--- src/sv/sdp_pkg.sv ---
`timescale 1ns / 1ps
// ----------------------------------------------------------------------------
// sdp_pkg
// Shared types and constants of the scaled integer dot product row unit.
// ----------------------------------------------------------------------------
package sdp_pkg;

   localparam int MAX_WORDS = 32;                    // left vector depth, 1..32 (5-bit word_index)
   localparam int ADDR_W    = (MAX_WORDS > 1) ? $clog2(MAX_WORDS) : 1;
   localparam int IDX_W     = 5;                     // word_index field width
   localparam int WORD_W    = 64;                    // packed word width
   localparam int LANE_W    = 16;                    // widest lane element
   localparam int LANES     = WORD_W / LANE_W;       // multiplier lanes
   localparam int SUM_W     = 32;
   localparam int SCALE_W   = 32;
   localparam int VALUE_W   = 64;
   localparam int CSR_IDX_W = 1;
   localparam int REQ_DATA_W = 104;                  // 101 field bits, byte padded
   localparam int RSP_DATA_W = 96;

   typedef enum logic {
      MODE_INT8  = 1'b0,
      MODE_INT16 = 1'b1
   } mode_type;

   typedef enum logic {
      KIND_LOAD = 1'b0,
      KIND_ROW  = 1'b1
   } kind_type;

   typedef enum logic [CSR_IDX_W-1:0] {
      REG_ELEMENT_MODE = 1'b0,
      REG_LEFT_SCALE   = 1'b1
   } reg_index_type;

   typedef logic signed [SUM_W-1:0] part_type;

   typedef struct packed {
      logic en;     // add this word's lane results
      logic last;   // close the row: publish the sum and clear
   } merge_ctl_type;

   typedef struct packed {
      logic prod_en;   // register left_scale * column_scale
      logic round_en;  // register rounded, saturated scale
   } scale_ctl_type;

endpackage

--- src/sv/sdp_lane.sv ---
`timescale 1ns / 1ps
// ----------------------------------------------------------------------------
// sdp_lane
// One 16-bit multiplier lane: one int16 product or the sum of two int8
// products, registered.
// ----------------------------------------------------------------------------
module sdp_lane (
   input  logic                        clock,
   input  logic                        en,
   input  sdp_pkg::mode_type           mode,
   input  logic [sdp_pkg::LANE_W-1:0]  a,
   input  logic [sdp_pkg::LANE_W-1:0]  b,
   output sdp_pkg::part_type           part
);
   import sdp_pkg::*;

   logic signed [2*LANE_W-1:0] p16;
   logic signed [LANE_W-1:0]   p_lo;
   logic signed [LANE_W-1:0]   p_hi;
   part_type                   part_in;
   part_type                   part_ff;

   assign p16  = $signed(a) * $signed(b);
   assign p_lo = $signed(a[7:0]) * $signed(b[7:0]);
   assign p_hi = $signed(a[15:8]) * $signed(b[15:8]);

   always_comb begin
      unique case (mode)
         MODE_INT16: part_in = p16;
         MODE_INT8:  part_in = {{(SUM_W-LANE_W){p_lo[LANE_W-1]}}, p_lo}
                             + {{(SUM_W-LANE_W){p_hi[LANE_W-1]}}, p_hi};
         default:    part_in = '0;
      endcase
   end

   always_ff @(posedge clock) begin
      if (en) begin
         part_ff <= part_in;
      end
   end

   assign part = part_ff;

endmodule

--- config.mk ---
export PLATFORM = sky130hd
export DESIGN_NAME = sdp_lane
export DESIGN_NICKNAME = d
export VERILOG_FILES = /design/src/sv/sdp_pkg.sv /design/src/sv/sdp_lane.sv
export SDC_FILE = /design/constraint.sdc
export NUM_CORES = 1
export LEC_CHECK = 0
export ABC_CLOCK_PERIOD_IN_PS = 9250
export BUFFER_PORTS_ARGS = -buffer_cell sky130_fd_sc_hd__clkbuf_2
export CAP_MARGIN = 20
export CORE_ASPECT_RATIO = 1.2
export CORE_MARGIN = 2
export CORE_UTILIZATION = 40
export DETAILED_ROUTE_END_ITERATION = 12
export GPL_ROUTABILITY_DRIVEN = 0
export PLACE_DENSITY = 0.53
export SETUP_SLACK_MARGIN = 0.5
export SYNTH_ARGS = -nofsm -noshare
export SYNTH_HDL_FRONTEND = slang
export SYNTH_SLANG_ARGS = --single-unit
--- constraint.sdc ---
create_clock -name clock -period 9.25 [get_ports clock]
set_clock_uncertainty 0.05 [all_clocks]
set_input_delay 1.3875 -clock clock [delete_from_list [all_inputs] [get_ports clock]]
set_output_delay 1.3875 -clock clock [all_outputs]
set_load 0.02 [all_outputs]
# ---- Word-level counts from Yosys, hierarchy flattened
# Index checks and enable logic that the tools add are counted.
dict set report classes {
  multipliers 3
  bitwise 1
  addsub 1
  mux 1
}
# operator n
set op_table {}
lappend op_table {{case mux 32 bit (2 select lines)} 1}
lappend op_table {{multiplier 16 x 16 -> 32 bit} 1}
lappend op_table {{multiplier 8 x 8 -> 16 bit} 2}
lappend op_table {{adder 16 x 16 -> 17 bit} 1}
lappend op_table {{NOT 1 bit} 1}
dict set report word_totals {
  output_inout_bits 32
  reg_bits 32
}

# ---- Longest topological paths before layout
dict set report depth {
  word_depth 3
  ltp_mapped 23
}

# ---- Worst setup path before layout
# Ideal clock, no wire load.
dict set report synth_path {
  path_kind {input to register}
  start {input a[15] (netlist bit)}
  end {register part_ff[27] (netlist: part[27]) (data pin)}
  arrival_time_ns 6.913
  required_ns 8.945
  cell_stages 18
  n_path_buf 1
  setup_slack_ns 2.032
  cell_sequence {clkbuf_1 nand2_1 fa_1 inv_1 fa_1 inv_1 fa_1 inv_1 fa_1 fa_1 fa_1 ha_1 and3_1 and3_1 a22oi_1 a31oi_1 or3_1 a31o_1}
}
dict set report synth_between {
  elab_chain_cells 3
  word_cells_on_any_way 4
}
# element line
set synth_rtl {}
lappend synth_rtl {{start, declared} sdp_lane.sv:11} ;# input logic [sdp_pkg::LANE_W-1:0] a,
lappend synth_rtl {{multiplier 8 x 8 -> 16 bit} sdp_lane.sv:25} ;# assign p_hi = $signed(a[15:8]) * $signed(b[15:8]);
lappend synth_rtl {{adder 16 x 16 -> 17 bit} sdp_lane.sv:31} ;# + {{(SUM_W-LANE_W){p_hi[LANE_W-1]}}, p_hi};
lappend synth_rtl {{case mux 32 bit (2 select lines) *} sdp_lane.sv:28} ;# unique case (mode)
lappend synth_rtl {{via part_in[27]} sdp_lane.sv:20} ;# part_type part_in;
lappend synth_rtl {{end signal, assigned} sdp_lane.sv:38} ;# part_ff <= part_in;
lappend synth_rtl {{end, declared} sdp_lane.sv:21} ;# part_type part_ff;
# Mark *: on every way through the listed nets, which the timed path passes. The rest lies on a longest branch.
# A chain may end at the register's enable or synchronous reset.

# ---- Final worst setup path
dict set report layout_path {
  start {input b[8] (netlist bit)}
  end {register part_ff[17] (netlist: part[17]) (data pin)}
}
dict set report layout_between {
  elab_chain_cells 3
  word_cells_on_any_way 4
}
# element line
set layout_rtl {}
lappend layout_rtl {{start, declared} sdp_lane.sv:12} ;# input logic [sdp_pkg::LANE_W-1:0] b,
lappend layout_rtl {{multiplier 8 x 8 -> 16 bit} sdp_lane.sv:25}
lappend layout_rtl {{adder 16 x 16 -> 17 bit} sdp_lane.sv:31}
lappend layout_rtl {{case mux 32 bit (2 select lines) *} sdp_lane.sv:28}
lappend layout_rtl {{via part_in[17]} sdp_lane.sv:20}
# Marked as above.

==> flow_summary.ini <==
[yosys]
yosys_warnings = 0
ys_seq_elements = 32
synth.net_count = 2124
synthArstFlopShare_pct = 0
synth-edff-count = 32
syn_area_per_cell_sq_um = 9.43
yosysTopAreaCell = fa_1
syn_inst = 1594
synth.top_cell.area_share_pct = 49.0
synth_seq_area_share_pct = 6.39
ys_types = 57
syn_area_sq_mm = 0.0150
synthTopCellsByArea = fa_1 49%, inv_1 12%, ha_1 11%
ys.flop_type = edfxtp_1

[sta]
fin_crit_sh_pct = 83.5
whs_ps = 1680
hold_viol = 0
setup_tns_ps = 0
rsz0062_at_grt = false
fmaxAchievable_mhz = 130
slew_viol_final = 0
worst_pin_slew_ps = 814
slew_headroom_pct = 45.7
setup_viol = 0
fin_crit_ps = 7720

[worst_setup_path]
worst-path-max-fanout = 16
path_common_cell = fa_1
crit_required_ps = 9200
path_class = in2reg
cp-start-kind = input port
cp.depth = 21
cpMaxStageDelayCell = fa_1
path_buf_inv = 6
path_delay_family = adder cells
arrival_ps = 7670
crit_chain = clkbuf_2 > nand2_1 > fa_1 > inv_1 > fa_1 > inv_1 > fa_1 > inv_1 > fa_1 > fa_1 > inv_1 > fa_1 > inv_1 > ha_1 > a21oi_1 > o21ai_0 > a21oi_1 > a21o_1 > and3_1 > o21ai_2 > o21ai_0
cpPeakStageDelay_ps = 670
setup.worst_path.start = b[8]
cp-end-kind = flip-flop

[finish]
drive_gt1_share_pct = 5.34
final_cell_mix = 481 x inv_1, 368 x fa_1, 141 x nand2_1, 127 x and2_1, 127 x ha_1
fin_nets = 2158
final_common_cell = inv_1
largest_reg_flops = 32
syn_to_final_growth_pct = 6.32
n_fill_cell = 3718

[floorplanning]
core_area_sq_mm = 0.0370
rows = 77
die_w_um = 181
die_h_um = 216
dieArea_sq_mm = 0.0392
ios = 67
start_util_pct = 40.6

[min_path]
hp-start = mode
hold_class = in2reg
hold-path-cell-count = 3

[clock_network]
cts.path.max_buffers = 2
cts.sinks = 32
post-cts-setup-buffer-count = 0
htreeDepth = 2
clk_pin_slew_worst_paths_ps = 60
cts-resized-gates = 0
cts.root.buffer_cell = clkbuf_16
numCtsBuffers = 5
cts_hold_buf = 0
cts_tree = built

[routing]
vias = 10600
wirelength_um = 42300
avgRoutedWirePerCell_um = 20.1
drtIter0Drc = 575
drt_pass1_iterations = 7
drt-vias-per-instance = 5.03
drc = 0
drtAntennaViolNets = 0

[global_route]
antenna_found_initial = 1
grt_usage_pct = 23.1
grt_max_degree = 33
gr-total-overflow = 0
grt_pass1_vias = 11800
grt_pass1_wl_um = 67800

[flow_run]
maxCapViolations = 0

[outcome]
outcome = completed

[placement]
hpwl_um = 35600
numPortBuffers = 66
[through the flow]
step           utilization, %  setup slack (ps)  cells  instance area (sq um)
6_report                 43.2              1530   2104                  16000
5_1_grt                  43.2              1140   2104                  16000
4_1_cts                  43.2              1520   2103                  16000
3_5_place_dp             42.8              1230   2095                  15800
3_3_place_gp             42.8              1260   2095                  15800
2_1_floorplan               -              2030   1594                  15000
[path summary, 6_finish.rpt]
path        to  slack, ps
min    part[8]       1680
max   part[17]       1530
[kinds of logic after synthesis]
logic type | share of synthesized area, %
buffers and inverters | 13.0
adders and majority gates | 59.6
and+or+nand+nor | 12.0
AOI/OAI and AO/OA | 6.13
xor gates and xnor gates | 2.62
DFF | 6.39
muxes | 0.300
[per-layer routing]
metal  global-route usage (%)  wire length, um  part of all wire (%)  vias up
met3                     2.37             2200                   5.2       65
met4                     8.67             1930                   4.6        0
met2                     41.5            21500                    51      334
met5                        0                0                     0        -
li1                         -                -                     -     4762
met1                     28.7            16700                    39     5413
[cell usage after synthesis, types with 4 or more instances]
cell and number:
a21oi_1 34, clkbuf_1 40, a31oi_1 10, nor4_1 4, o21bai_1 4, nor3_1 9, and3_1 10, nand2_1 141
xnor2_1 35, o21a_1 11, a21o_1 12, edfxtp_1 32, or3_1 4, mux2_2 4, nand2b_1 11, nor2_1 31
nand4_1 4, ha_1 127, inv_1 481, xor2_1 10, and2_1 127, fa_1 368, nand3_1 8, o21ai_0 33
[final cells by class]
type                       instances  area [sq um]  area share, %
timing repair buffer              67           338           2.11
tap                              474           593           3.71
antenna                            1          2.50         0.0157
clock buffer                       5           125          0.783
multi-input combinational       1040         12100           75.8
sequential                        32           961           6.01
inverter                         482          1810           11.3
clock inverter                     3          42.5          0.266
Power is not shown: default switching activity piles up to over one toggle a cycle in this logic, so the estimate is an artifact.
