**config.mk**
```make
export PLATFORM = sky130hd
export DESIGN_NAME = sdp_merge
export DESIGN_NICKNAME = d
export VERILOG_FILES = /design/src/sv/sdp_pkg.sv /design/src/sv/sdp_merge.sv
export SDC_FILE = /design/constraint.sdc
export NUM_CORES = 1
export LEC_CHECK = 0
export ABC_CLOCK_PERIOD_IN_PS = 4100
export BUFFER_PORTS_ARGS = -buffer_cell sky130_fd_sc_hd__clkbuf_2
export CAP_MARGIN = 10
export CELL_PAD_IN_SITES_DETAIL_PLACEMENT = 0
export CELL_PAD_IN_SITES_GLOBAL_PLACEMENT = 2
export CORE_ASPECT_RATIO = 1.75
export CORE_MARGIN = 1
export CORE_UTILIZATION = 30
export CTS_CLUSTER_SIZE = 8
export DETAILED_ROUTE_END_ITERATION = 10
export PLACE_DENSITY = 0.81
export SLEW_MARGIN = 10
export SYNTH_ARGS = -nofsm -noshare
export SYNTH_HDL_FRONTEND = slang
export SYNTH_SLANG_ARGS = --single-unit
```
**constraint.sdc**
```tcl
create_clock -name clock -period 4.1 [get_ports clock]
set_input_delay 0.82 -clock clock [delete_from_list [all_inputs] [get_ports clock]]
set_output_delay 0.82 -clock clock [all_outputs]
set_load 0.03 [all_outputs]
```
**src/sv/sdp_pkg.sv**
```systemverilog
`timescale 1ns / 1ps
// ----------------------------------------------------------------------------
// sdp_pkg
// Shared types and constants of the scaled integer dot product row unit.
// ----------------------------------------------------------------------------
package sdp_pkg;

   localparam int MAX_WORDS = 32;                    // left vector depth, 1..32 (5-bit word_index)
   localparam int ADDR_W    = (MAX_WORDS > 1) ? $clog2(MAX_WORDS) : 1;
   localparam int IDX_W     = 5;                     // word_index field width
   localparam int WORD_W    = 64;                    // packed word width
   localparam int LANE_W    = 16;                    // widest lane element
   localparam int LANES     = WORD_W / LANE_W;       // multiplier lanes
   localparam int SUM_W     = 32;
   localparam int SCALE_W   = 32;
   localparam int VALUE_W   = 64;
   localparam int CSR_IDX_W = 1;
   localparam int REQ_DATA_W = 104;                  // 101 field bits, byte padded
   localparam int RSP_DATA_W = 96;

   typedef enum logic {
      MODE_INT8  = 1'b0,
      MODE_INT16 = 1'b1
   } mode_type;

   typedef enum logic {
      KIND_LOAD = 1'b0,
      KIND_ROW  = 1'b1
   } kind_type;

   typedef enum logic [CSR_IDX_W-1:0] {
      REG_ELEMENT_MODE = 1'b0,
      REG_LEFT_SCALE   = 1'b1
   } reg_index_type;

   typedef logic signed [SUM_W-1:0] part_type;

   typedef struct packed {
      logic en;     // add this word's lane results
      logic last;   // close the row: publish the sum and clear
   } merge_ctl_type;

   typedef struct packed {
      logic prod_en;   // register left_scale * column_scale
      logic round_en;  // register rounded, saturated scale
   } scale_ctl_type;

endpackage

```
**src/sv/sdp_merge.sv**
```systemverilog
`timescale 1ns / 1ps
// ----------------------------------------------------------------------------
// sdp_merge
// Merge the lane results into the wrapping running sum of a row.
// ----------------------------------------------------------------------------
module sdp_merge (
   input  logic                    clock,
   input  logic                    reset,
   input  sdp_pkg::merge_ctl_type  ctl,
   input  sdp_pkg::part_type       parts [sdp_pkg::LANES],
   output sdp_pkg::part_type       dot_sum
);
   import sdp_pkg::*;

   part_type run_ff;
   part_type run_in;
   part_type dot_ff;
   part_type total;

   always_comb begin
      total = run_ff;
      for (int i = 0; i < LANES; i++) begin
         total = total + parts[i];   // wraps at 32 bits
      end
   end

   always_comb begin
      run_in = run_ff;
      if (ctl.en) begin
         run_in = ctl.last ? '0 : total;
      end
   end

   always_ff @(posedge clock) begin
      if (reset) begin
         run_ff <= '0;
      end else begin
         run_ff <= run_in;
      end
   end

   always_ff @(posedge clock) begin
      if (ctl.en && ctl.last) begin
         dot_ff <= total;
      end
   end

   assign dot_sum = dot_ff;

endmodule

```
**After elaboration in Yosys (flattened, before gate mapping)**

Cells that the tools add are included.

- Bits in registers: 64
- Word-level logic and storage cells: 8
- Bits of input ports: 132

- Reductions and logical operators: 1
- Add/subtract/negate cells: 4
- Muxes and demuxes: 1

Operator list:

| operator | number |
|---|---|
| adder 32 bit | 4 |
| 2-to-1 mux 32 bit | 1 |
| logical AND 1 bit | 1 |

**Logic depth before layout (Yosys ltp)**

Gate-level depths: netlist (run 1).

- Word-level depth: 5
- Depth in mapped cells: 17

**Worst setup path before layout (run 1)**

Ideal clock, no wire load.

- Kind: input -> register
- Start: input port parts[1] in the netlist's numbering
- End: register run_ff[31]
- Slack: -345 ps
- Required time: 3973 ps
- Setup time: 127 ps
- Cell stages on the path: 15
- Arrival time: 4318 ps
- Cells stage by stage: inv_1 fa_1 fa_1 fa_1 inv_1 ha_1 inv_1 fa_1 and2b_1 o2111ai_1 and2_4 or3_1 nand4_2 nor2_1 or3_1

- Word-level cells in the longest chain between the ends: 2

RTL lines:

| what | line | RTL |
|---|---|---|
| start, declared | sdp_merge.sv:10 | `input sdp_pkg::part_type parts [sdp_pkg::LANES],` |
| adder 32 bit | sdp_merge.sv:23 | `total = total + parts[i];` |
| 2-to-1 mux 32 bit | sdp_merge.sv:30 | `run_in = ctl.last ? '0 : total;` |
| end signal, assigned | sdp_merge.sv:38 | `run_ff <= run_in;` |
| end, declared | sdp_merge.sv:15 | `part_type run_ff;` |

No other way between the ends.
A chain may end at the register's enable or synchronous reset.

**Worst setup path in the final report (run 1)**

- Start: input port parts[65] in the netlist's numbering
- End: register run_ff[31]

- Word-level cells in the longest chain between the ends: 4

RTL lines:

| what | line |
|---|---|
| adder 32 bit (3 in series) | sdp_merge.sv:23 |
| 2-to-1 mux 32 bit | sdp_merge.sv:30 |

No other way between the ends.

==> flow_summary.ini, run 1 <==
[status]
status = complete, but fails checks
violations = setup timing

[synthesis]
synth.area.mux_share_pct = 0.4334
synth_edf_count = 32
ys_ff_latch = 64
ys_types = 67
syn_area_mm2 = 0.006929
synthCells = 778
yosysWarnings = 0
synth_top_family_by_area = adder cells
synth-compound-area-share_pct = 13.87
synthSimpleGateAreaFrac_pct = 8.812
synthAdderAreaFrac_pct = 32.36
synth_xor_area_share_pct = 4.424
synthesis.nets = 1034
syn_avg_cell_area_um2 = 8.906
async_reset_ff_share_pct = 0
synth_seq_area_share_pct = 23.11
synth-main-ff-cell = edfxtp_1

[timing]
whs_ns = 0.4727
setup_viol = 7
fin_crit_ns = 4.202
maxSlewViolCount = 0
grt_setup_unrepaired = true
finalHoldViolCount = 0
fin_ws_ns = -0.1017
fin_crit_sh_pct = 102.5
final.setup.tns_ns = -0.2932
max_freq_mhz = 238.0
worst_pin_slew_ns = 0.5023
fin_worst_skew_ns = 0.009992
slew-limit-headroom_pct = 66.52

[final_layout]
nets = 1307
final_common_cell = inv_1
layout_common_cells = inv_1 (251), clkbuf_2 (156), buf_4 (112)
drive_gt1_share_pct = 40.85
syn_to_final_growth_pct = 45.11
final_cells = 1355
num_antenna_cells = 0

[cts]
clk_latency_ns = 0.33
htree_levels = 3
path_clk_slew_ns = 0.06
max-clock-path-buffers = 2
numClockSinks = 64
numCtsBuffers = 9
cts_tree = yes
root_buffer = clkbuf_16
cts_hold_buf = 0

[placement]
gp_congestion = 0.8460
dp_slack_ns = -0.5763
dpl.hpwl_mm = 14.99
place_inst = 1318
portBuffers = 163

[setup_path]
crit_fanout = 3
critical_path.slowest_cell = fa_1
slowest_delay_ns = 0.55
required_ns = 4.32
crit_type = in2reg
endpoint_kind = flip-flop
critical_path.top_delay_family = adder cells
start_kind = primary input
arrival_ns = 4.42
worstPathCellList = buf_8, inv_8, fa_1, fa_1, fa_1, inv_2, ha_4, inv_2, fa_2, and2b_1, o2111ai_2, and2_4, or3_4, nand4_4, nor2_1, or3_1
cp_common_cell = fa_1
crit_buf_inv = 4

[routing]
drt_iter0_drc = 167
wirelength_mm = 17.90
drc = 0
via_per_inst = 4.403
ant_nets = 0
wl_per_cell_um = 13.21
first_pass_iters = 4
via_count = 5966

[floorplanning]
dieHeight_um = 203.0
ioPinCount = 164
die_x_um = 116.9
start_util_pct = 30.59
die-area_mm2 = 0.02373
num_rows = 73
placeableCoreArea_mm2 = 0.02265

[global_route]
grt_pass1_wl_mm = 28.51
grt_usage_pct = 15.80
grt_max_degree = 31
antenna_found_initial = 0
overflow = 0
grt_pass1_vias = 6187

[power]
ir_worst_vdd_v = 0.0003523
powerDensity_mw_per_mm2 = 991.7
p_leak_uw = 0.005206

[run]
cap_violations = 0

[hold_path]
hp-class = reg2reg
[power breakdown]
part	switching [uW]	total, uW	internal (uW)	leakage (uW)
clock network	278	681	402	0.000125
logic	4130	8020	3890	0.00452
registers	111	1270	1160	0.000562
total	4520	9970	5450	0.00521
[per-layer routing]
metal / track usage, % / wire [um] / up-vias / part of all wire [%]
met1: 14.25 / 5724 / 2906 / 32
li1: - / - / 2909 / -
met5: 0 / 0 / - / 0
met2: 33.79 / 11170 / 123 / 62
met3: 2.149 / 623 / 28 / 3.5
met4: 4.928 / 383 / 0 / 2.1
[per-stage QoR]
step | instance area, um^2 | util (%) | power, uW
final | 10050 | 44.39 | 9971
after detailed placement | 8880 | 39.20 | 7712
after global routing | 10050 | 44.39 | 10760
after global placement | 8880 | 39.20 | 7688
after CTS | 9460 | 41.76 | 9013
after floorplan | 7091 | - | 5307
[final timing paths]
path,from,end,slack [ns],depth (start not counted)
max,parts[65],run_ff[31]$_SDFFE_PP0P_,-0.10,16
min,run_ff[6]$_SDFFE_PP0P_,run_ff[6]$_SDFFE_PP0P_,0.47,2
max reg2reg,run_ff[1]$_SDFFE_PP0P_,run_ff[31]$_SDFFE_PP0P_,1.09,13
min reg2reg,run_ff[6]$_SDFFE_PP0P_,run_ff[6]$_SDFFE_PP0P_,0.47,2
[state kept, by name (all words and copies together) (netlist names)]
signal and flops:
run_ff 32, dot_sum 32
[tightest hold or removal path, cell delays in order, from the launching register on]
cell	delay [ns]
dfxtp_1	0.31
nand2b_1	0.06
a21oi_1	0.05
[what timing repair did]
item	4_1_cts	5_1_grt
pin swaps	28	68
setup buffers	5	17
endpoints found under the setup margin	36	44
resized for setup	52	104
[logic make-up after synthesis]
kind of cell             count (synthesis)
XOR/XNOR                                35
buffers and inverters                  301
multiplexers                             3
adder cells (fa/ha/maj)                124
AO/OA/AOI/OAI                          134
AND/OR/NAND/NOR                        117
flip-flops                              64
[cells in the mapped netlist, types with 7 or more instances]
library cell	instances	area, um^2
nand2_1	29	108.9
xnor2_1	24	210.2
a21oi_1	35	175.2
nand3_1	9	45.04
nand2b_1	7	43.79
ha_1	32	400.4
edfxtp_1	32	960.9
o21ai_0	12	60.06
clkbuf_1	9	33.78
nor2_1	27	101.4
a21o_1	14	105.1
nor2b_1	7	43.79
buf_2	7	35.03
a31oi_1	8	50.05
xor2_1	11	96.34
inv_1	278	1044
dfxtp_1	32	640.6
fa_1	92	1842
a22o_1	17	148.9
[final cells by class]
cell class	count	area, um^2
flip-flops and latches	64	1602
well taps	300	375.4
clock buffers	11	232.7
fillers	2319	12600
repair buffers	285	1817
multi-input cells	413	4940
inverters	278	1066
clock inverters	4	22.52
Power figures use the tool's default switching activity.
==> run 2, diff against run 1 <==
ABC_CLOCK_PERIOD_IN_PS = 5300   (was 4100)
PLACE_DENSITY = 0.78   (was 0.81)
SKIP_LAST_GASP = 1   (was unset)
clock period = 5.3 ns   (was 4.1 ns; I/O delays follow)
==> run 2 against run 1 <==
Net effect: the run now ends clean; die area did not move; global-route usage fell by 0.32 points; total power fell by 46%; first-iteration DRC count rose by 40%; hold slack got worse by 0.0014 ns; sequential power fell by 23%; via count fell by 8.8%; utilization fell by 7.6 points; sequential share of layout area rose by 3.3 points; cell count fell by 8.2%; routed wire length fell by 4.0%; final area fell by 17%; critical path type unchanged; largest power group unchanged; highest routed layer unchanged.
==> flow_summary.ini, run 2 (synthesized netlist as in run 1, its figures left out) <==
[status]
status = finished clean

[timing]
setup_viol = 0
final.setup.tns_ns = 0
slew-limit-headroom_pct = 55.15
max_freq_mhz = 215.4
fin_crit_sh_pct = 87.59
fin_worst_skew_ns = 0.01120
grt_setup_unrepaired = false
fin_crit_ns = 4.642
worst_pin_slew_ns = 0.6727
finalHoldViolCount = 0
maxSlewViolCount = 0

[floorplanning]
dieHeight_um = 203.0
start_util_pct = 30.59
num_rows = 73
die-area_mm2 = 0.02373
die_x_um = 116.9
placeableCoreArea_mm2 = 0.02265
ioPinCount = 164

[setup_path]
crit_type = in2reg
endpoint_kind = flip-flop
crit_fanout = 4
required_ns = 5.50
start_kind = primary input
arrival_ns = 4.85

[final_layout]
fin_area_mm2 = 0.008335
final_common_cell = inv_1
drive_gt1_share_pct = 21.93
layout_common_cells = inv_1 (278), clkbuf_2 (163), fa_1 (92)
num_antenna_cells = 0
syn_to_final_growth_pct = 20.30
nets = 1196

[cts]
htree_levels = 3
numCtsBuffers = 9
path_clk_slew_ns = 0.05
cts_hold_buf = 0
max-clock-path-buffers = 2
root_buffer = clkbuf_16
post_cts_buffers = 0
cts.repair.resized = 0
cts_tree = yes
numClockSinks = 64
clk_latency_ns = 0.33

[power]
powerDensity_mw_per_mm2 = 648.7
total_power_uw = 5408
ir_worst_vdd_v = 0.0001897
p_leak_uw = 0.004516

[placement]
dpl.hpwl_mm = 14.70
dpl_cell_area_mm2 = 0.008069
gp_congestion = 0.8465
portBuffers = 163

[routing]
wl_per_cell_um = 13.81
first_pass_iters = 4
wirelength_mm = 17.18
via_per_inst = 4.373
drt_iter0_drc = 234
drc = 0
via_count = 5440
ant_nets = 0

[global_route]
grt_pass1_vias = 5746
grt_max_degree = 22
overflow = 0
grt_pass1_wl_mm = 27.67
antenna_found_initial = 0
grt_usage_pct = 15.48

[run]
cap_violations = 0

[hold_path]
hp-class = reg2reg
## run 2: worst paths after layout
kind                           from                      end  slack, ns  depth (start not counted)
max                        parts[1]  run_ff[31]$_SDFFE_PP0P_       0.66                         16
min          run_ff[8]$_SDFFE_PP0P_   run_ff[8]$_SDFFE_PP0P_       0.47                          1
max reg2reg  run_ff[1]$_SDFFE_PP0P_  run_ff[31]$_SDFFE_PP0P_       2.13                         13
min reg2reg  run_ff[8]$_SDFFE_PP0P_   run_ff[8]$_SDFFE_PP0P_       0.47                          1
## run 2: through the flow
step           hold WS [ns]  utilization, %  instances  worst slack (ns)
4_1_cts              0.4760           36.80       1244            0.5883
5_1_grt              0.4970           36.80       1244            0.4162
3_3_place_gp         0.4554           35.62       1229            0.2734
3_5_place_dp         0.4583           35.62       1229            0.2493
2_1_floorplan        0.4318               -        778            0.6151
6_report             0.4713           36.80       1244            0.6576
## run 2: worst max-delay path, cell delays in order
cell and delay, ns:
clkbuf_2 0.08, inv_1 0.04, fa_1 0.55, fa_1 0.44
fa_1 0.45, inv_1 0.07, ha_1 0.18, inv_1 0.06
fa_1 0.39, and2b_1 0.24, o2111ai_1 0.14, and2_4 0.20
or3_1 0.40, nand4_2 0.13, nor2_1 0.05, or3_1 0.36
## run 2: cell type report
type,count,area [um^2]
clock inverter,3,20.02
multi-input combinational,413,4150
fill,2469,14320
clock buffer,12,246.5
sequential,64,1602
timing repair buffer,174,898.4
tap,300,375.4
inverter,278,1044
## run 2: report_power, final
group,switching (uW),internal (uW)
Clock,217,326
Combinational,2430,1460
Sequential,84.7,895
## run 2: per-layer routing
metal	part of all wire [%]	GRT usage [%]
met1	34	14.61
met2	62	32.52
met3	2.3	1.612
met4	2.0	5.289
met5	0	0
