==> src/sv/sdp_ram.sv <==
`timescale 1ns / 1ps
// ----------------------------------------------------------------------------
// sdp_ram
// Generic single-port RAM with registered read data.
// ----------------------------------------------------------------------------
module sdp_ram #(
   parameter int WIDTH = 64,
   parameter int DEPTH = 32
) (
   input  logic                                   clock,
   input  logic                                   we,
   input  logic                                   re,
   input  logic [((DEPTH > 1) ? $clog2(DEPTH) : 1)-1:0] addr,
   input  logic [WIDTH-1:0]                       wdata,
   output logic [WIDTH-1:0]                       rdata
);

   logic [WIDTH-1:0] mem_ff [DEPTH];
   logic [WIDTH-1:0] rdata_ff;

   always_ff @(posedge clock) begin
      if (we) begin
         mem_ff[addr] <= wdata;
      end
      if (re) begin
         rdata_ff <= mem_ff[addr];
      end
   end

   assign rdata = rdata_ff;

endmodule

==> config.mk <==
export PLATFORM = sky130hd
export DESIGN_NAME = sdp_ram
export DESIGN_NICKNAME = d
export VERILOG_FILES = /design/src/sv/sdp_ram.sv
export SDC_FILE = /design/constraint.sdc
export NUM_CORES = 1
export LEC_CHECK = 0
export BUFFER_PORTS_ARGS = -buffer_cell sky130_fd_sc_hd__clkbuf_2
export CORE_ASPECT_RATIO = 1.75
export CORE_MARGIN = 5
export CORE_UTILIZATION = 25
export CTS_CLUSTER_SIZE = 14
export DETAILED_ROUTE_END_ITERATION = 12
export PLACE_DENSITY = 0.35
export SYNTH_ARGS = -nofsm -noshare
export SYNTH_HDL_FRONTEND = slang
export SYNTH_SLANG_ARGS = --single-unit
export TNS_END_PERCENT = 20
==> constraint.sdc <==
create_clock -name clock -period 11.69 [get_ports clock]
set_input_delay 1.169 -clock clock [delete_from_list [all_inputs] [get_ports clock]]
set_output_delay 1.169 -clock clock [all_outputs]
set_load 0.02 [all_outputs]
-- After elaboration in Yosys (flattened, before gate mapping)
Memories as Yosys holds them, arrays and structs flattened. A register that Yosys moved wholly into a read port is not among the register bits.
Index checks and enable logic that the tools add are counted.
- flip-flop bits (word level): 0
- latch bits: 0
- RAM bits: 2048
- bits in read-only memories: 0
- logic and storage cells: 3
- memories kept: 1
- add/sub/neg operators: 0
- $mul: 0
- div/mod/pow operators: 0
- order comparisons: 0
- equal/unequal tests: 0
- shift operators: 0
- mux-type cells: 2
- bitwise operators: 0
- reduce and logical (&&, ||, !) cells: 0
- memories (name ; words ; width ; rd ports ; clocked after Yosys merged registers in ; write ports ; line ; source):
    mem_ff ; 32 ; 64 ; 1 ; 1 ; 1 ; 18 ; logic [WIDTH-1:0] mem_ff [DEPTH];
- operator list (cell ; number):
    $mux 1 ; 2

-- Longest topological paths before layout
Gate-level depths: netlist of the first run.
- depth after elaboration: 2
- depth in mapped cells: 8
- gate-level depth less buffers: 4

-- Worst setup path after synthesis of the first run
Ideal clock, no wire load.
- path kind: input to register
- start point: in addr[1] (netlist name)
- end point: mem mem_ff[27][0], enable pin
- library setup time: 0.565 ns
- arrival time: 6.542 ns
- slack: 4.583 ns
- cell stages on the path: 6
- path buffers: 4
- cells stage by stage: clkbuf_1 -> buf_2 -> buf_2 -> buf_2 -> nand3_1 -> nor3_1
- RTL lines (item ; line ; source):
    from (decl) ; 13 ; input logic [((DEPTH > 1) ? $clog2(DEPTH) : 1)-1:0] addr,
    to (decl) ; 18 ;
No word-level cell before the write port.

==> results.sh, run 1 <==
export IMPL_whs_ns=0.723
export IMPL_tightestPinTransition_ns=1.21
export IMPL_setup_viol=0
export IMPL_track_usage_pct=16.0
export IMPL_syn_inst=4136
export IMPL_cp_common_cell="buf_4"
export IMPL_layout_common_cells="2112 x edfxtp_1, 1024 x mux2i_1, 512 x o22ai_1"
export IMPL_peakVddDrop_mv=0.128
export IMPL_cp_required_ns=12.28
export IMPL_yosysSeqAreaShare_pct=79.8
export IMPL_p_per_area_nw_per_um2=172
export IMPL_worstPathArrival_ns=5.95
export IMPL_r2r_slack_ns=9.66
export IMPL_clock_sinks=2112
export IMPL_gp_congestion=0.688
export IMPL_fin_crit_sh_pct=45.9
export IMPL_htree_levels=4
export IMPL_p_sw_share_pct=22.1
export IMPL_postCtsSetupRepairBufs=0
export IMPL_synth_seq_cells=2112
export IMPL_instances_no_fill=8686
export IMPL_num_vias=40400
export IMPL_cts_buffers=211
export IMPL_ys_flop_type="edfxtp_1"
export IMPL_grt_pass1_wl_mm=366
export IMPL_p_int_mw=12.3
export IMPL_first_pass_iters=5
export IMPL_start_util_pct=25.0
export IMPL_power_share_clock_pct=41.7
export IMPL_coreArea_um2=317000
export IMPL_ant_nets=0
export IMPL_numPortBuffers=135
export IMPL_async_flop_share_pct=0
export IMPL_viasPerCell=4.65
export IMPL_syn_area_um2=79500
export IMPL_worstPathCellList="buf_12 -> buf_4 -> buf_4 -> buf_4 -> buf_4 -> mux2i_1 -> o22ai_1 -> nor4_1 -> nand2_1"
export IMPL_syn_area_per_cell_um2=19.2
export IMPL_cts_tree="yes"
export IMPL_synth_nets=4208
export IMPL_slew_headroom_pct=19.5
export IMPL_hold_viol=0
export IMPL_placed_cells=8304
export IMPL_dp_hpwl_mm=141
export IMPL_skew_ns=0.0502
export IMPL_clock_path_buffers=4
export IMPL_place_ws_ns=5.39
export IMPL_clk_pin_slew_ns=0.07
export IMPL_leakage_nw=30.9
export IMPL_crit_fanout=97
export IMPL_start_kind="input port"
export IMPL_r2r_cells=4
export IMPL_die_h_um=756
export IMPL_clk_latency_ns=0.89
export IMPL_num_io_pins=136
export IMPL_fillers=31400
export IMPL_p_sw_mw=3.49
export IMPL_worst_path_max_delay_cell="buf_4"
export IMPL_cp_num_buf_inv=5
export IMPL_p_seq_share_pct=53.8
export IMPL_status="finished, final reports clean"
export IMPL_routed_wl_mm=272
export IMPL_rsz0062_at_grt="no"
export IMPL_worstHoldStart="mem_ff[21][60]$_DFFE_PP_"
export IMPL_hp_class="register to register"
export IMPL_drcViolationCount=0
export IMPL_rr_startpoint="mem_ff[26][48]$_DFFE_PP_"
export IMPL_maxCapViolCount=0
export IMPL_antenna_found_initial=26
export IMPL_final_area_um2=92000
export IMPL_drive_gt1_share_pct=12.8
export IMPL_area_growth_pct=15.7
export IMPL_min_period_ns=5.36
export IMPL_hold_depth=4
export IMPL_power_mw=15.8
export IMPL_fin_util_pct=29.0
export IMPL_dieArea_um2=330000
export IMPL_wl_per_cell_um=31.4
export IMPL_fin_ws_ns=6.33
export IMPL_num_rows=274
export IMPL_finalSetupTns_ns=0
export IMPL_cts_hold_buf=0
export IMPL_max_freq_mhz=186
export IMPL_cts_resized=0
export IMPL_grt_max_degree=98
export IMPL_postPlaceCellArea_um2=85500
export IMPL_synth_edff_count=2112
export IMPL_cp_slowest_stage_delay_ns=0.80
export IMPL_rr_endpoint="rdata[48]$_DFFE_PP_"
export IMPL_cts_root_buf="clkbuf_16"
export IMPL_report_final_slew_viol_count=0
export IMPL_crit_family="buffers and inverters"
export IMPL_power_share_combinational_pct=4.5
export IMPL_fp_dieW_um=436
export IMPL_yosys_warnings=0
export IMPL_overflow=0
export IMPL_netlist_cell_type_count=21
export IMPL_first_global_vias=42100
export IMPL_hold_path_end="rdata[60]$_DFFE_PP_"
export IMPL_path_class="input port to register"
export IMPL_drtIter0Drc=2534
export IMPL_layout_commonest_cell="edfxtp_1"
export IMPL_cp_end_kind="register"
export IMPL_nNetsFinal=4449
-- metal layers --
| metal | up-vias | GRT usage [%] | share of wire [%] |
|---|---|---|---|
| li1 | 17400 | - | - |
| met1 | 21700 | 19.4 | 41 |
| met2 | 835 | 29.4 | 53 |
| met3 | 402 | 1.96 | 3.4 |
| met4 | 10 | 5.21 | 3.1 |
| met5 | - | 0 | 0.027 |
-- sequential cells by signal (all words and copies together) (netlist names) --
register / cells
mem_ff: 2048
rdata: 64
-- area by class of cell --
type	instances	area (µm²)	area share, %
Clock buffer	252	5520	6.00
Tap cell	4140	5180	5.63
Antenna cell	10	25.0	0.0272
Sequential cell	2112	63400	69.0
Clock inverter	120	923	1.00
Timing Repair Buffer	263	1700	1.84
Multi-Input combinational cell	1789	15200	16.5
-- cell families after synthesis --
logic type	synth area share [%]
buf+inv	1.54
mux	12.9
simple gates	1.77
flops	79.8
compound gates	4.03
-- worst max-delay path by stage --
stage	startpoint	end	cells after the start
2_1_floorplan	addr[1]	mem_ff[27][0]$_DFFE_PP_	6
3_5_place_dp	addr[1]	rdata[19]$_DFFE_PP_	9
4_1_cts	addr[1]	rdata[19]$_DFFE_PP_	9
6_report	addr[1]	rdata[19]$_DFFE_PP_	9
5_1_grt	addr[1]	rdata[19]$_DFFE_PP_	9
3_3_place_gp	addr[1]	rdata[19]$_DFFE_PP_	9
-- power by group through the flow --
stage	clock network (mW)	logic [mW]	registers [mW]
after floorplan	0	0.342	8.67
after global placement	0	0.730	8.66
after detailed placement	0	0.733	8.66
after CTS	6.82	0.734	8.50
after global routing	7.10	0.763	8.50
final	6.59	0.709	8.50
-- tightest hold or removal path: stages (launching register included) --
cell      delay (ns)
edfxtp_1        0.32
mux2i_1         0.06
o22ai_1         0.13
nor4_1          0.06
nand2_1         0.05
-- Yosys cell counts (all sizes together), types with 3 or more instances --
master   count  area (µm²)
nand4bb      6        67.6
or3b         3        26.3
mux2i     1024       10200
buf        204        1110
nand2       66         248
nand4b       4        35.0
nor4       128         801
or4b         4        40.0
clkbuf      31         116
nand3b       4        30.0
edfxtp    2112       63400
nor2        29         109
nor3         4        20.0
o22ai      512        3200
Power figures use the tool's default switching activity.
==> run 2, diff against run 1 <==
clock period = 5.1 ns   (was 11.69 ns; I/O delays follow)
==> run 2 against run 1 <==
  * Worst setup slack lost 4.4 ns
  * Sequential share of layout area shrank 0.45 points
  * Sequential cell count is the same
  * Worst hold slack lost 0.51 ns
  * Wire length shrank 2.9%
  * Critical path depth shrank 3
  * Register-to-register slack lost 6.8 ns
  * Power grew 130%
  * Global-route usage shrank 0.39 points
  * Utilization grew 0.19 points
  * Non-clock buffer count grew 44
  * Largest cell class unchanged
==> results.sh, run 2 (same netlist as run 1, synthesis figures left out) <==
export IMPL_clock_path_buffers=4
export IMPL_fin_ws_ns=1.89
export IMPL_rsz0062_at_grt="no"
export IMPL_fillers=31200
export IMPL_regArea_um2=63400
export IMPL_cts_tree="yes"
export IMPL_report_final_slew_viol_count=0
export IMPL_worst_path_max_delay_cell="nor4_1"
export IMPL_ant_nets=0
export IMPL_cts_root_buf="clkbuf_16"
export IMPL_multi_input_area_um2=15200
export IMPL_num_vias=40100
export IMPL_cts_buffers=207
export IMPL_start_util_pct=25.0
export IMPL_dp_hpwl_mm=153
export IMPL_leakage_nw=31.1
export IMPL_peakVddDrop_mv=0.272
export IMPL_clk_pin_slew_ns=0.06
export IMPL_path_class="input port to register"
export IMPL_num_rows=274
export IMPL_drive_gt1_share_pct=13.6
export IMPL_worstPathArrival_ns=3.76
export IMPL_cts_hold_buf=0
export IMPL_maxCapViolCount=0
export IMPL_slew_headroom_pct=13.7
export IMPL_cp_end_kind="register"
export IMPL_area_growth_pct=16.4
export IMPL_skew_ns=0.0693
export IMPL_cts_resized=0
export IMPL_hp_class="input port to register"
export IMPL_coreArea_um2=317000
export IMPL_max_freq_mhz=312
export IMPL_cp_slowest_stage_delay_ns=1.09
export IMPL_layout_commonest_cell="edfxtp_1"
export IMPL_top_register="mem_ff"
export IMPL_antenna_found_initial=20
export IMPL_die_h_um=756
export IMPL_place_ws_ns=0.901
export IMPL_largest_reg_flops=2048
export IMPL_clk_latency_ns=0.88
export IMPL_min_period_ns=3.21
export IMPL_cp_required_ns=5.65
export IMPL_viasPerCell=4.60
export IMPL_nNetsFinal=4489
export IMPL_htree_levels=4
export IMPL_hold_viol=0
export IMPL_start_kind="input port"
export IMPL_dieArea_um2=330000
export IMPL_p_per_area_nw_per_um2=387
export IMPL_gp_congestion=0.706
export IMPL_numPortBuffers=135
export IMPL_worstPathCellList="clkbuf_2 -> nand4bb_4 -> buf_4 -> o22ai_1 -> nor4_1 -> nand2_1"
export IMPL_layout_common_cells="2112 x edfxtp_1, 1024 x mux2i_1, 512 x o22ai_1"
export IMPL_grt_pass1_wl_mm=362
export IMPL_setup_viol=0
export IMPL_power_mw=35.9
export IMPL_fin_crit_sh_pct=62.9
export IMPL_first_pass_iters=5
export IMPL_postCtsSetupRepairBufs=0
export IMPL_clock_sinks=2112
export IMPL_crit_fanout=27
export IMPL_track_usage_pct=15.6
export IMPL_drtIter0Drc=2378
export IMPL_num_io_pins=136
export IMPL_drcViolationCount=0
export IMPL_wl_per_cell_um=30.3
export IMPL_status="finished, final reports clean"
export IMPL_routed_wl_mm=264
export IMPL_tightestPinTransition_ns=1.29
export IMPL_fp_dieW_um=436
export IMPL_first_global_vias=41900
export IMPL_overflow=0
export IMPL_grt_max_degree=80
run 2: changes by cell type in the layout (fill, tap and decap cells not counted), moves of 5 or more:
| cell | before | now |
|---|---|---|
| nor4_1 | 128 | 123 |
| nor4_2 | 0 | 5 |
| buf_4 | 125 | 131 |
| clkbuf_16 | 215 | 210 |
| diode_2 | 10 | 4 |
| clkinv_1 | 64 | 59 |
| buf_12 | 4 | 42 |
run 2: layer usage:
metal	wire length, µm	track usage [%]	vias up	share of wire [%]
met5	88	0	-	0.033
met4	5240	3.35	12	2.0
met3	7620	1.93	304	2.9
met2	145000	30.0	660	55
met1	107000	18.6	21600	40
li1	-	-	17500	-
run 2: final timing paths:
kind         depth (start not counted)  slack (ns)                      from                   to
max                                  6        1.89                   addr[2]  rdata[18]$_DFFE_PP_
min                                  1        0.21                        re  rdata[51]$_DFFE_PP_
max reg2reg                          4        2.87  mem_ff[26][18]$_DFFE_PP_  rdata[18]$_DFFE_PP_
min reg2reg                          4        0.70  mem_ff[15][48]$_DFFE_PP_  rdata[48]$_DFFE_PP_
run 2: critical path: cells and delay by family:
family                 cells  cell delay (ns)
AO/OA/AOI/OAI              1             0.19
AND/OR/NAND/NOR            3             1.93
buffers and inverters      2             1.07
run 2: metrics by stage:
step	setup TNS, ns	std cells	instance area [µm²]	hold WS (ns)	utilization [%]
2_1_floorplan	-243.57	4136	79500	0.609	-
3_3_place_gp	0	8348	86300	0.708	27.2
3_5_place_dp	0	8348	86300	0.719	27.2
4_1_cts	0	8712	92600	0.145	29.2
5_1_grt	0	8714	92600	0.185	29.2
6_report	0	8716	92600	0.211	29.2
run 2: power by group:
part	internal [mW]	leakage, nW	switching, mW
Combinational	0.499	8.97	1.18
Sequential	19.4	19.1	0.114
Clock	8.05	3.04	6.63
Total	27.9	31.1	7.93
run 2: final cells by class:
type / count / share of cell area (%)
tap: 4140 / 5.60
clock buffer: 251 / 5.84
timing repair buffer: 307 / 2.70
multi-input combinational: 1789 / 16.5
clock inverter: 113 / 0.870
sequential: 2112 / 68.5
antenna: 4 / 0.0108
==> run 3, diff against run 2 <==
PLACE_DENSITY = 0.36   (was 0.35)
clock period = 2.6 ns   (was 5.1 ns; I/O delays follow)
==> run 3 against run 2 <==
  * Power grew 97%
  * Sequential power up 96%
  * Clock power grew 95%
  * Sequential share of layout area decreased by 2.1 points
  * Final cell count is 2.4% higher
  * Combinational power grew 120%
  * Cell area rose by 3.2%
  * Clock skew decreased by 0.0045 ns
  * Critical endpoint is now rdata[39]$_DFFE_PP_
  * Highest routed layer unchanged
==> results.sh, run 3 (same netlist as run 1, synthesis figures left out) <==
export IMPL_grt_busiest_layer="met2"
export IMPL_num_io_pins=136
export IMPL_met1_usage_pct=18.3
export IMPL_track_usage_pct=15.6
export IMPL_htree_levels=4
export IMPL_cp_num_buf_inv=2
export IMPL_largest_reg_flops=2048
export IMPL_max_freq_mhz=449
export IMPL_worst_path_max_delay_cell="nor4_1"
export IMPL_power_mw=70.6
export IMPL_report_final_slew_viol_count=0
export IMPL_worstPathArrival_ns=2.84
export IMPL_gp_congestion=0.711
export IMPL_use_met3_pct=2.05
export IMPL_dieArea_um2=330000
export IMPL_overflow=0
export IMPL_rsz0062_at_grt="no"
export IMPL_layout_common_cells="2112 x edfxtp_1, 1024 x mux2i_1, 512 x o22ai_1"
export IMPL_top_register="mem_ff"
export IMPL_crit_family="simple AND/OR/NAND/NOR gates"
export IMPL_clk_pin_slew_ns=0.06
export IMPL_first_pass_iters=7
export IMPL_cts_root_buf="clkbuf_16"
export IMPL_viasPerCell=4.57
export IMPL_num_vias=40700
export IMPL_cp_slowest_stage_delay_ns=0.53
export IMPL_coreArea_um2=317000
export IMPL_hp_class="input port to register"
export IMPL_drtIter0Drc=2335
export IMPL_instances_no_fill=8923
export IMPL_wl_per_cell_um=29.6
export IMPL_nNetsFinal=4696
export IMPL_postCtsSetupRepairBufs=0
export IMPL_die_h_um=756
export IMPL_drive_gt1_share_pct=17.0
export IMPL_cp_required_ns=3.22
export IMPL_tightestPinTransition_ns=0.860
export IMPL_fin_util_pct=30.1
export IMPL_maxCapViolCount=0
export IMPL_leakage_nw=32.5
export IMPL_cts_tree="yes"
export IMPL_drcViolationCount=0
export IMPL_ant_nets=0
export IMPL_num_rows=274
export IMPL_dp_hpwl_mm=157
export IMPL_cp_end_kind="register"
export IMPL_skew_ns=0.0648
export IMPL_path_class="register to register"
export IMPL_area_growth_pct=20.1
export IMPL_first_global_vias=43300
export IMPL_clock_sinks=2112
export IMPL_met2_usage_pct=30.2
export IMPL_layout_commonest_cell="edfxtp_1"
export IMPL_crit_fanout=1
export IMPL_fp_dieW_um=436
export IMPL_p_per_area_nw_per_um2=739
export IMPL_status="finished, final reports clean"
export IMPL_placed_cells=8551
export IMPL_start_kind="register"
export IMPL_grt_pass1_wl_mm=364
export IMPL_grt_max_degree=51
export IMPL_worstPathCellList="mux2i_1 -> o22ai_1 -> buf_4 -> nor4_1 -> nand2_1 -> buf_12"
export IMPL_fin_ws_ns=0.372
export IMPL_hold_viol=0
export IMPL_peakVddDrop_mv=0.555
export IMPL_fin_crit_sh_pct=85.7
export IMPL_clock_path_buffers=4
export IMPL_setup_viol=0
export IMPL_numPortBuffers=135
export IMPL_antenna_found_initial=19
export IMPL_slew_headroom_pct=42.2
export IMPL_clk_latency_ns=0.88
export IMPL_min_period_ns=2.23
export IMPL_start_util_pct=25.0
export IMPL_routed_wl_mm=264
export IMPL_cts_buffers=206
export IMPL_place_ws_ns=-0.433
==> run 3: changes by cell type in the layout (fill, tap and decap cells not counted), sizes merged <==
cell / previous run / this run
diode: 4 / 7
dlygate4sd3: 0 / 5
clkinvlp: 4 / 2
clkbuf: 384 / 402
clkinv: 95 / 75
buf: 174 / 377
==> run 3: what timing repair did <==
item                                   CTS  global route
endpoints found under the hold margin  106             0
hold buffers                             5             0
gates resized for setup                  0             0
==> run 3: final timing paths <==
check	start	depth (start not counted)	slack, ns	end
worst max-delay path	mem_ff[6][39]$_DFFE_PP_	6	0.37	rdata[39]$_DFFE_PP_
worst min-delay path	wdata[21]	1	0.07	mem_ff[5][21]$_DFFE_PP_
worst max register to register	mem_ff[6][39]$_DFFE_PP_	6	0.37	rdata[39]$_DFFE_PP_
worst min register to register	mem_ff[15][44]$_DFFE_PP_	4	0.68	rdata[44]$_DFFE_PP_
==> run 3: layout make-up <==
| type | count | area [µm²] |
|---|---|---|
| multi-input combinational | 1789 | 15200 |
| clock buffer | 269 | 5430 |
| clock inverter | 91 | 723 |
| sequential | 2112 | 63400 |
| fill | 31100 | 222000 |
| antenna | 7 | 17.5 |
| timing repair buffer | 515 | 5490 |
| tap | 4140 | 5180 |
==> run 3: metal layers <==
layer / up-vias / wire length, µm
met4: 16 / 5470
met1: 21800 / 105000
li1: 17900 / -
met5: - / 93
met3: 319 / 8790
met2: 650 / 145000
==> run 3: metrics by stage <==
| step | area, µm² | setup TNS [ns] | hold slack [ns] |
|---|---|---|---|
| after detailed placement | 89300 | -3.30 | 0.717 |
| final | 95500 | 0 | 0.0671 |
| after global placement | 89300 | -3.50 | 0.716 |
| after global routing | 95500 | 0 | 0.0578 |
| after CTS | 95500 | 0 | 0.00120 |
| after floorplan | 79700 | -927.58 | 0.359 |
==> run 3: worst register-to-register path, cell delays in order, from the launching register on <==
cell and delay, ns:
edfxtp_1 0.36, mux2i_1 0.44, o22ai_1 0.17, buf_4 0.16, nor4_1 0.53, nand2_1 0.21, buf_12 0.16
==> run 3: where the power goes <==
| group | switching (mW) | internal [mW] |
|---|---|---|
| Sequential | 0.177 | 38.0 |
| Clock | 12.9 | 15.7 |
| Combinational | 2.44 | 1.27 |
| Total | 15.5 | 55.0 |
